### src/rtl/core/kwsc_pkg.sv
// Shared types, command codes and constants for the keyword substitution cipher.
`timescale 1ns / 1ps
`default_nettype none

package kwsc_pkg;

    localparam int ALPHABET_SIZE_DEF = 26;
    localparam logic [7:0] LETTER_BASE = 8'h61;

    typedef enum logic [1:0] {
        OP_CLEAR = 2'd0,
        OP_KEY   = 2'd1,
        OP_END   = 2'd2,
        OP_TEXT  = 2'd3
    } kwsc_op_t;

    typedef struct packed {
        logic clear_kw;
        logic add_key;
        logic sweep_start;
        logic sweep_step;
        logic close_kw;
        logic latch_text;
        logic emit_direct;
        logic emit_held;
    } kwsc_cmd_t;

    typedef struct packed {
        logic kw_open;
        logic sweep_last;
        logic out_busy;
    } kwsc_stat_t;

endpackage

`default_nettype wire

### src/rtl/core/kwsc_ctrl.sv
// Controller state machine: input handshake, table completion sweep and result issue.
`timescale 1ns / 1ps
`default_nettype none

module kwsc_ctrl
    import kwsc_pkg::*;
(
    input  wire logic       clk,
    input  wire logic       rst_n,
    input  wire logic       in_valid,
    output logic            in_stall,
    input  wire logic [1:0] cmd,
    input  wire kwsc_stat_t stat,
    output kwsc_cmd_t       ctl
);

    typedef enum logic [2:0] {
        S_READY = 3'b001,
        S_FILL  = 3'b010,
        S_EMIT  = 3'b100
    } state_t;

    state_t   state_reg;
    state_t   state_next;
    logic     pend_reg;
    logic     pend_next;
    logic     accept;
    kwsc_op_t op;

    assign op       = kwsc_op_t'(cmd);
    assign in_stall = (state_reg != S_READY) || ((op == OP_TEXT) && stat.out_busy);
    assign accept   = in_valid && !in_stall;

    always_comb
    begin
        state_next = state_reg;
        pend_next  = pend_reg;
        ctl        = '0;
        unique case (state_reg)
            S_READY:
            begin
                if (accept)
                begin
                    unique case (op)
                        OP_CLEAR: ctl.clear_kw = 1'b1;
                        OP_KEY:   ctl.add_key = 1'b1;
                        OP_END:
                        begin
                            if (stat.kw_open)
                            begin
                                ctl.sweep_start = 1'b1;
                                pend_next       = 1'b0;
                                state_next      = S_FILL;
                            end
                        end
                        OP_TEXT:
                        begin
                            if (stat.kw_open)
                            begin
                                ctl.sweep_start = 1'b1;
                                ctl.latch_text  = 1'b1;
                                pend_next       = 1'b1;
                                state_next      = S_FILL;
                            end
                            else
                            begin
                                ctl.emit_direct = 1'b1;
                            end
                        end
                    endcase
                end
            end
            S_FILL:
            begin
                ctl.sweep_step = 1'b1;
                if (stat.sweep_last)
                begin
                    ctl.close_kw = 1'b1;
                    state_next   = pend_reg ? S_EMIT : S_READY;
                end
            end
            S_EMIT:
            begin
                if (!stat.out_busy)
                begin
                    ctl.emit_held = 1'b1;
                    pend_next     = 1'b0;
                    state_next    = S_READY;
                end
            end
            default:
            begin
                state_next = S_READY;
                pend_next  = 1'b0;
            end
        endcase
    end

    always_ff @(posedge clk or negedge rst_n)
    begin
        if (!rst_n)
        begin
            state_reg <= S_READY;
            pend_reg  <= 1'b0;
        end
        else
        begin
            state_reg <= state_next;
            pend_reg  <= pend_next;
        end
    end

endmodule

`default_nettype wire

### src/rtl/core/kwsc_datapath.sv
// Datapath: substitution table, used-letter flags, fill and sweep counters, output register.
`timescale 1ns / 1ps
`default_nettype none

module kwsc_datapath
    import kwsc_pkg::*;
#(
    parameter int ALPHABET_SIZE = ALPHABET_SIZE_DEF
)
(
    input  wire logic       clk,
    input  wire logic       rst_n,
    input  wire logic [7:0] data_byte,
    input  wire logic       out_stall,
    input  wire kwsc_cmd_t  ctl,
    output kwsc_stat_t      stat,
    output logic            out_valid,
    output logic [7:0]      cipher_byte
);

    localparam int IDX_W  = $clog2(ALPHABET_SIZE);
    localparam int FILL_W = $clog2(ALPHABET_SIZE + 1);

    logic [IDX_W-1:0]         tbl_reg [ALPHABET_SIZE];
    logic [ALPHABET_SIZE-1:0] used_reg;
    logic [FILL_W-1:0]        fill_reg;
    logic [IDX_W-1:0]         sweep_reg;
    logic                     open_reg;
    logic [7:0]               text_reg;
    logic                     out_valid_reg;
    logic [7:0]               out_reg;

    logic [7:0]       key_off;
    logic             key_alpha;
    logic [IDX_W-1:0] key_idx;
    logic [7:0]       src_byte;
    logic [7:0]       src_off;
    logic             src_alpha;
    logic [IDX_W-1:0] src_idx;
    logic [7:0]       out_next;
    logic             room;
    logic             key_write;
    logic             sweep_write;
    logic             emit;

    assign key_off   = data_byte - LETTER_BASE;
    assign key_alpha = (data_byte >= LETTER_BASE) && (key_off < 8'(ALPHABET_SIZE));
    assign key_idx   = key_off[IDX_W-1:0];

    assign src_byte  = ctl.emit_held ? text_reg : data_byte;
    assign src_off   = src_byte - LETTER_BASE;
    assign src_alpha = (src_byte >= LETTER_BASE) && (src_off < 8'(ALPHABET_SIZE));
    assign src_idx   = src_off[IDX_W-1:0];
    assign out_next  = src_alpha ? (LETTER_BASE + 8'(tbl_reg[src_idx])) : src_byte;

    assign room        = fill_reg < FILL_W'(ALPHABET_SIZE);
    assign key_write   = ctl.add_key && open_reg && key_alpha && !used_reg[key_idx] && room;
    assign sweep_write = ctl.sweep_step && room && !used_reg[sweep_reg];
    assign emit        = ctl.emit_direct || ctl.emit_held;

    assign stat.kw_open    = open_reg;
    assign stat.sweep_last = sweep_reg == IDX_W'(ALPHABET_SIZE - 1);
    assign stat.out_busy   = out_valid_reg && out_stall;
    assign out_valid       = out_valid_reg;
    assign cipher_byte     = out_reg;

    always_ff @(posedge clk or negedge rst_n)
    begin
        if (!rst_n)
        begin
            for (int k = 0; k < ALPHABET_SIZE; k++)
            begin
                tbl_reg[k] <= IDX_W'(k);
            end
            used_reg      <= '0;
            fill_reg      <= '0;
            sweep_reg     <= '0;
            open_reg      <= 1'b0;
            out_valid_reg <= 1'b0;
        end
        else
        begin
            if (ctl.clear_kw)
            begin
                used_reg <= '0;
                fill_reg <= '0;
                open_reg <= 1'b1;
            end
            if (key_write)
            begin
                tbl_reg[fill_reg[IDX_W-1:0]] <= key_idx;
                used_reg[key_idx]            <= 1'b1;
                fill_reg                     <= fill_reg + 1'b1;
            end
            if (ctl.sweep_start)
            begin
                sweep_reg <= '0;
            end
            if (ctl.sweep_step)
            begin
                sweep_reg <= sweep_reg + 1'b1;
            end
            if (sweep_write)
            begin
                tbl_reg[fill_reg[IDX_W-1:0]] <= sweep_reg;
                fill_reg                     <= fill_reg + 1'b1;
            end
            if (ctl.close_kw)
            begin
                open_reg <= 1'b0;
            end
            if (emit)
            begin
                out_valid_reg <= 1'b1;
            end
            else if (!out_stall)
            begin
                out_valid_reg <= 1'b0;
            end
        end
    end

    always_ff @(posedge clk)
    begin
        if (ctl.latch_text)
        begin
            text_reg <= data_byte;
        end
        if (emit)
        begin
            out_reg <= out_next;
        end
    end

endmodule

`default_nettype wire

### src/rtl/core/keyword_substitution_cipher.sv
// Top level of the keyword substitution cipher: controller and datapath.
//
//  channel | valid     | stall     | payload
//  --------+-----------+-----------+----------------------------------
//  input   | in_valid  | in_stall  | cmd[1:0], data_byte[7:0]
//  output  | out_valid | out_stall | cipher_byte[7:0]
//
// Clear, keyword and text items with no keyword open are handled in S_READY.
// End of keyword or text while a keyword is open runs the completion sweep,
// one letter per cycle from the sweep counter, adding each unused letter to
// the table; held text then loads the output register when it is not busy.
// A text item is stalled while an earlier result waits in the output register.
// Reset sets the table to the identity and closes the keyword.
`timescale 1ns / 1ps
`default_nettype none

module keyword_substitution_cipher
    import kwsc_pkg::*;
#(
    parameter int ALPHABET_SIZE = ALPHABET_SIZE_DEF
)
(
    input  wire logic       clk,
    input  wire logic       rst_n,
    input  wire logic       in_valid,
    output logic            in_stall,
    input  wire logic [1:0] cmd,
    input  wire logic [7:0] data_byte,
    output logic            out_valid,
    input  wire logic       out_stall,
    output logic [7:0]      cipher_byte
);

    kwsc_cmd_t  ctl;
    kwsc_stat_t stat;

    kwsc_ctrl u_ctrl (
        .clk      (clk),
        .rst_n    (rst_n),
        .in_valid (in_valid),
        .in_stall (in_stall),
        .cmd      (cmd),
        .stat     (stat),
        .ctl      (ctl)
    );

    kwsc_datapath #(
        .ALPHABET_SIZE (ALPHABET_SIZE)
    ) u_datapath (
        .clk         (clk),
        .rst_n       (rst_n),
        .data_byte   (data_byte),
        .out_stall   (out_stall),
        .ctl         (ctl),
        .stat        (stat),
        .out_valid   (out_valid),
        .cipher_byte (cipher_byte)
    );

endmodule

`default_nettype wire
### config.mk
export PLATFORM = sky130hd
export DESIGN_NAME = keyword_substitution_cipher
export DESIGN_NICKNAME = d
export VERILOG_FILES = /design/src/rtl/core/kwsc_pkg.sv /design/src/rtl/core/kwsc_ctrl.sv /design/src/rtl/core/kwsc_datapath.sv /design/src/rtl/core/keyword_substitution_cipher.sv
export SDC_FILE = /design/constraint.sdc
export NUM_CORES = 1
export LEC_CHECK = 0
export BUFFER_PORTS_ARGS = -buffer_cell sky130_fd_sc_hd__clkbuf_2
export CORE_ASPECT_RATIO = 1.25
export CORE_MARGIN = 3
export CORE_UTILIZATION = 35
export CTS_CLUSTER_SIZE = 12
export DETAILED_ROUTE_END_ITERATION = 16
export GPL_TIMING_DRIVEN = 0
export PLACE_DENSITY = 0.6
export SLEW_MARGIN = 0
export SYNTH_ARGS = -nofsm -noshare
export SYNTH_HDL_FRONTEND = slang
export SYNTH_SLANG_ARGS = --single-unit
### constraint.sdc
create_clock -name clk -period 4.8 [get_ports clk]
set_input_delay 0.72 -clock clk [delete_from_list [all_inputs] [get_ports clk]]
set_output_delay 0.72 -clock clk [all_outputs]
set_load 0.01 [all_outputs]
=== Word level (Yosys, flattened, before mapping) ===
Index checks and enable logic that the tools add are counted.

* Mux-type cells: 55
* Reduce and logical (&&, ||, !) cells: 25
* Bitwise logic cells: 4
* Magnitude comparators: 11
* Equal/unequal tests: 17
* Add/sub/neg operators: 5

{| class="wikitable"
|+ Operator list
! cell !! number
|-
| bitwise mux 130 bit || 2
|-
| 2-to-1 mux 130 bit || 2
|-
| 2-to-1 mux 26 bit || 2
|-
| 2-to-1 mux 5 bit || 8
|-
| bitwise OR 26 bit || 1
|-
| binary-select mux 5 bit (select 5 bit) || 1
|-
| demux 5 bit (select 5 bit) || 1
|-
| 2-to-1 mux 3 bit || 8
|-
| 2-to-1 mux 1 bit || 19
|-
| greater-or-equal comparator 8 x 7 -> 1 bit (second input constant) || 2
|-
| less-than comparator 8 x 5 -> 1 bit (second input constant) || 2
|-
| 2-to-1 mux 8 bit || 2
|-
| subtractor 8 x 7 -> 8 bit (second input constant) || 2
|-
| logical AND 1 bit || 13
|-
| greater-or-equal comparator 6 bit (second input constant) || 2
|-
| less-than comparator 5 x 6 -> 1 bit (second input constant) || 2
|-
| inverter 5 -> 6 bit || 2
|-
| adder 5 x 1 -> 5 bit (second input constant) || 2
|-
| binary-select mux 1 bit (select 5 bit) || 2
|-
| inequality test 3 x 2 -> 1 bit (second input constant) || 3
|-
| case mux 3 bit (3 select lines) || 1
|-
| adder 7 x 5 -> 8 bit (first input constant) || 1
|-
| 2-to-1 mux 2 bit || 4
|-
| less-than comparator 6 x 1 -> 1 bit (second input constant) || 1
|-
| other kinds (23) || 32
|}

* Input bits: 14
* Register bits: 188
* Output and inout bits: 10
* Logic and storage cells: 152

=== Logic depth before layout (Yosys ltp) ===
* Depth after elaboration: 14
* Mapped depth: 23

=== Cells and area by module ===
From an unflattened synthesis, not the netlist that was laid out.

* Cell total of the unflattened synthesis: 932
* Area, all modules: 10,133.5 um^2

{| class="wikitable"
|+ By module, submodules not included
! module !! area each (um^2) !! cells an instance !! times used
|-
| kwsc_datapath || 9,815.7 || 900 || 1
|-
| kwsc_ctrl || 317.8 || 32 || 1
|}

=== Least setup slack after synthesis ===
No wires, ideal clock.

* Path type: in2reg
* From: input out_stall
* To: register u_datapath.out_reg[4] (netlist: u_datapath.cipher_byte[4]), data pin
* Cell stages on the path: 20
* Setup time: 168 ps
* Buffers on the path: 5
* Setup slack: 29 ps
* Arrival time: 4,603 ps
* Cell sequence: nand2_1 -> clkbuf_1 -> a21oi_1 -> nor2_2 -> buf_2 -> clkbuf_1 -> ha_1 -> clkbuf_1 -> and2_1 -> nand3_1 -> o211ai_1 -> clkbuf_1 -> nand2_1 -> o221a_2 -> a211o_1 -> a21oi_1 -> ha_1 -> nand2_1 -> o211a_1 -> a221oi_2

* Word-level cells in the longest chain between the ends: 11
* Elaborated cells between the ends (all ways): 14

{| class="wikitable"
|+ RTL lines
! item !! RTL line !! RTL
|-
| start: declaration || keyword_substitution_cipher.sv:30 || <nowiki>input wire logic out_stall,</nowiki>
|-
| logical AND 1 bit (*) || kwsc_datapath.sv:63 || <nowiki>assign stat.out_busy = out_valid_reg && out_stall;</nowiki>
|-
| 2-to-1 mux 1 bit (*) || kwsc_ctrl.sv:84 || <nowiki>if (!stat.out_busy)</nowiki>
|-
| 2-to-1 mux 1 bit (*) || kwsc_ctrl.sv:39 || <nowiki>unique case (state_reg)</nowiki>
|-
| 2-to-1 mux 8 bit (*) || kwsc_datapath.sv:50 || <nowiki>assign src_byte = ctl.emit_held ? text_reg : data_byte;</nowiki>
|-
| subtractor 8 x 7 -> 8 bit || kwsc_datapath.sv:51 || <nowiki>assign src_off = src_byte - LETTER_BASE;</nowiki>
|-
| inverter 5 -> 6 bit (not written as such) || kwsc_datapath.sv:54 || <nowiki>assign out_next = src_alpha ? (LETTER_BASE + 8'(tbl_reg[src_idx])) : src_byte;</nowiki>
|-
| binary-select mux 5 bit (select 5 bit) || kwsc_datapath.sv:54 ||
|-
| 2-to-1 mux 5 bit (not written as such) (2 in a row) || kwsc_datapath.sv:54 ||
|-
| adder 7 x 5 -> 8 bit || kwsc_datapath.sv:54 ||
|-
| 2-to-1 mux 8 bit (*) || kwsc_datapath.sv:54 ||
|-
| via u_datapath.out_next[4] || kwsc_datapath.sv:40 || <nowiki>logic [7:0] out_next;</nowiki>
|-
| end signal: assignment || kwsc_datapath.sv:131 || <nowiki>out_reg <= out_next;</nowiki>
|-
| end: declaration || kwsc_datapath.sv:31 || <nowiki>logic [7:0] out_reg;</nowiki>
|}

The timed path passes the listed nets; every way through them passes the cells marked *. The select of a mux whose other input is x is not followed.
A chain may end at the register's enable or synchronous reset.

=== Final worst setup path ===
* From: register u_datapath.out_valid_reg (netlist: u_datapath.out_valid)
* To: register u_datapath.out_reg[4] (netlist: u_datapath.cipher_byte[4]), data pin

* Word-level cells in the longest chain between the ends: 11
* Elaborated cells between the ends (all ways): 14

{| class="wikitable"
|+ RTL lines
! item !! RTL line !! RTL
|-
| start: declaration || kwsc_datapath.sv:30 || <nowiki>logic out_valid_reg;</nowiki>
|-
| start signal: assignment || kwsc_datapath.sv:79 || <nowiki>out_valid_reg <= 1'b0;</nowiki>
|-
| start signal: assignment || kwsc_datapath.sv:114 || <nowiki>out_valid_reg <= 1'b1;</nowiki>
|-
| start signal: assignment || kwsc_datapath.sv:118 || <nowiki>out_valid_reg <= 1'b0;</nowiki>
|-
| logical AND 1 bit (*) || kwsc_datapath.sv:63 ||
|-
| 2-to-1 mux 1 bit (*) || kwsc_ctrl.sv:84 ||
|-
| 2-to-1 mux 1 bit (*) || kwsc_ctrl.sv:39 ||
|-
| 2-to-1 mux 8 bit (*) || kwsc_datapath.sv:50 ||
|-
| subtractor 8 x 7 -> 8 bit || kwsc_datapath.sv:51 ||
|-
| inverter 5 -> 6 bit (not written as such) || kwsc_datapath.sv:54 ||
|-
| binary-select mux 5 bit (select 5 bit) || kwsc_datapath.sv:54 ||
|-
| 2-to-1 mux 5 bit (not written as such) (2 in a row) || kwsc_datapath.sv:54 ||
|-
| adder 7 x 5 -> 8 bit || kwsc_datapath.sv:54 ||
|-
| 2-to-1 mux 8 bit (*) || kwsc_datapath.sv:54 ||
|-
| via u_datapath.out_next[4] || kwsc_datapath.sv:40 ||
|}

Marked as above.

==> results.rst <==
.. list-table::
   :header-rows: 1

   * - Metric
     - Value
   * - Result of the run
     - completed
   * - Critical path launch point type
     - flop
   * - CTS H-tree lvls
     - 4
   * - Top library cells by usage in the layout, fill and taps aside
     - sky130_fd_sc_hd__nand2_1, sky130_fd_sc_hd__o22a_1, sky130_fd_sc_hd__dfrtp_1
   * - Setup ws final
     - 0.214 ns
   * - Initial antenna violation count
     - 0
   * - Utilization after layout
     - 40.8%
   * - Total iterations of the first detailed-routing run
     - 5
   * - Setup TNS
     - 0 ns
   * - DR iter-0 viols
     - 957
   * - Grt met2 use
     - 35.3%
   * - Vias per std cell
     - 6.05
   * - Max Clock Freq
     - 0.218 GHz
   * - Clock tree buffer depth
     - 2
   * - Least-Margin Pin Slew
     - 1.27 ns
   * - Worst relative slew slack
     - 14.6%
   * - GRT Total Usage
     - 21.4%
   * - Worst reg2reg path startpoint
     - u_datapath.out_valid$_DFFE_PN0P_
   * - Area of the core
     - 29,600 um2
   * - Clock latency on the worst-skew pair
     - 0.45 ns
   * - Fill cell total of the finished layout
     - 2,933
   * - Required time reported for the critical path endpoint
     - 5.08 ns
   * - Highest-utilization routing layer at the global route stage
     - met2
   * - Clock slew at reported path FFs
     - 0.08 ns
   * - Yosys cell types
     - 79
   * - Clock tree root buffer cell
     - sky130_fd_sc_hd__clkbuf_16
   * - HPWL after DPL
     - 24,700 um
   * - Fraction of registers with async set or reset after synthesis
     - 91.5%
   * - Worst setup EP type
     - flop
   * - Total global routing overflow
     - 0
   * - Starting density of the core
     - 36.0%
   * - Worst Path Arrival
     - 4.87 ns
   * - CTS tree
     - built
   * - Pin count of the biggest net entering global routing
     - 99
   * - Post-synthesis cell area
     - 10,700 um2
   * - Reg-to-reg endpoint
     - u_datapath.cipher_byte[4]$_DFFE_PP_
   * - Peak supply drop
     - 268 uV
   * - RSZ-0062 raised after global routing
     - false
   * - Average cell area after synthesis
     - 10.1 um2
   * - Total die area
     - 32,600 um2
   * - Worst reg-to-reg setup slack
     - 0.21 ns
   * - Placement Rows
     - 70
   * - Number of pins exceeding their max-slew limit in the final report
     - 0
   * - Vias in the first global route
     - 9,035
   * - Global-route wire length before repair
     - 54,400 um
   * - Setup Slack @ Placement
     - -1.97 ns
   * - Post-route DRC violation count
     - 0
   * - Count of flip-flops with a built-in enable after synthesis
     - 16
   * - Gate count after technology mapping
     - 1,058
   * - Setup violation total in the final timing report
     - 0
   * - Prevailing post-synth register cell
     - sky130_fd_sc_hd__dfrtp_1
   * - Relative area change from synthesis to final layout
     - 13.4%
   * - Maximum net fanout on the critical path
     - 10
   * - Cell Pwr Density
     - 343 nW/um2
   * - Hold buffer count at cts
     - 0
   * - Setup CP Type
     - flop to flop
   * - Nets in the synthesized netlist
     - 1,084
   * - Fin. Hold Viols
     - 0
   * - Number of flip-flops in the largest register
     - 130
   * - Vias
     - 9,179
   * - Antenna Diode Count
     - 0
   * - Final Routed Wirelength
     - 34,600 um
   * - Share of cells above drive strength 1
     - 18.9%
   * - Count of nets after finishing
     - 1,133
   * - Count of buffers inserted at the top-level ports
     - 23
   * - Die height
     - 201 um
   * - Multi-input gate area
     - 5470 um2
   * - Met1 routing resource usage after global routing
     - 28.7%
   * - Yosys warning total
     - 0
   * - Most common cell after layout, fill and taps aside
     - sky130_fd_sc_hd__nand2_1
   * - Met3 track demand over resource
     - 3.11%
   * - LEAKAGE
     - 4.68 nW
   * - Avg WL per Cell
     - 22.8 um
   * - Max-cap violations
     - 0
   * - Number of buffers created by CTS
     - 17
   * - RD Place Congestion
     - 0.937
   * - Min-delay worst type
     - input port to asynchronous set/reset pin
   * - Worst reg2reg path depth
     - 20
   * - Sequential cell area in the final layout
     - 4860 um2
   * - Tightest hold margin
     - 0.284 ns
   * - Flops & latches, synth
     - 188
   * - Final worst path period share
     - 95.6%
   * - Sum of internal, switching and leakage power
     - 0.00414 W
   * - Sequential area share after synthesis
     - 45.6%
   * - Antenna violation net count after detailed routing
     - 0
   * - X dimension of the die
     - 162 um
   * - Top-level port count
     - 24
   * - Setup Skew
     - 0.0166 ns
   * - Number of clock sinks
     - 188
   * - Post-layout min period
     - 4.59 ns
[worst max-delay path: stages (launching register included)]
cell and delay [ns]:
sky130_fd_sc_hd__dfrtp_1 0.36, sky130_fd_sc_hd__nand2_1 0.11, sky130_fd_sc_hd__clkbuf_2 0.23, sky130_fd_sc_hd__and3_2 0.29
sky130_fd_sc_hd__nor2_2 0.21, sky130_fd_sc_hd__buf_6 0.20, sky130_fd_sc_hd__buf_6 0.19, sky130_fd_sc_hd__ha_4 0.24
sky130_fd_sc_hd__clkbuf_2 0.21, sky130_fd_sc_hd__buf_2 0.22, sky130_fd_sc_hd__nand3b_1 0.09, sky130_fd_sc_hd__o21ai_0 0.08
sky130_fd_sc_hd__a211oi_1 0.26, sky130_fd_sc_hd__mux2i_1 0.17, sky130_fd_sc_hd__o221a_2 0.29, sky130_fd_sc_hd__a211o_1 0.33
sky130_fd_sc_hd__a21oi_4 0.21, sky130_fd_sc_hd__ha_1 0.22, sky130_fd_sc_hd__nand2_1 0.08, sky130_fd_sc_hd__o211a_1 0.22
sky130_fd_sc_hd__a221oi_2 0.18
[cell families after synthesis]
kind of cell             share of synthesized area, %
XOR/XNOR                                         1.07
flip-flops                                       45.6
AND/OR/NAND/NOR                                  15.4
multiplexers                                     8.67
AO/OA/AOI/OAI                                    24.1
adder cells (fa/ha/maj)                          1.41
buffers and inverters                            3.77
[where the power goes]
part / internal, W / switching (W) / total [W]
Combinational: 0.000283 / 0.000494 / 0.000778
Clock: 0.000798 / 0.000682 / 0.00148
Sequential: 0.00175 / 0.000136 / 0.00188
Total: 0.00283 / 0.00131 / 0.00414
[worst max-delay path by stage]
stage	startpoint	to	slack, ns	cells past startpoint
global placement	out_stall	u_datapath.cipher_byte[4]$_DFFE_PP_	-1.97	20
floorplan	out_stall	u_datapath.cipher_byte[4]$_DFFE_PP_	0.03	20
finish	u_datapath.out_valid$_DFFE_PN0P_	u_datapath.cipher_byte[4]$_DFFE_PP_	0.21	20
global route	u_datapath.out_valid$_DFFE_PN0P_	u_datapath.cipher_byte[4]$_DFFE_PP_	0.004	20
CTS	u_ctrl.state_reg[1]$_DFFE_PN0P_	u_datapath.cipher_byte[4]$_DFFE_PP_	0.01	20
detailed placement	out_stall	u_datapath.cipher_byte[4]$_DFFE_PP_	-1.97	21
[routing by layer]
metal	vias to the layer above	wire, um
met5	-	0
met4	0	937
met3	59	2190
met2	352	16800
met1	4644	14600
li1	4124	-
[area by class of cell]
class / count / share of cell area (%)
clock buffers: 19 / 3.67
multi-input cells: 773 / 45.3
well taps: 396 / 4.10
clock inverters: 13 / 1.28
plain buffers: 75 / 3.05
repair buffers: 33 / 1.81
inverters: 19 / 0.621
flip-flops and latches: 188 / 40.2
[cells in the mapped netlist, drive strengths merged (28+ instances only)]
cell    count  area [um2]
clkbuf     50         188
nand2     134         503
dfrtp     114        2850
o22a      125        1090
nor2       65         249
nor3       29         150
mux2i      35         350
a21oi      49         260
dfstp      58        1520
o21ai      49         245
nand3      44         220
buf        28         143
[per-stage QoR]
stage,area (um2),std cells
2_1_floorplan,10700,1058
3_3_place_gp,11300,1477
3_5_place_dp,11300,1478
4_1_cts,12000,1510
5_1_grt,12100,1516
6_report,12100,1516
[timing repair]
action	4_1_cts	5_1_grt
buffers inserted	2	7
endpoints found under the setup margin	8	7
hold endpoints to repair	0	0
gates resized for setup	32	12
pin swaps	1	0
Power figures use the tool's default switching activity.
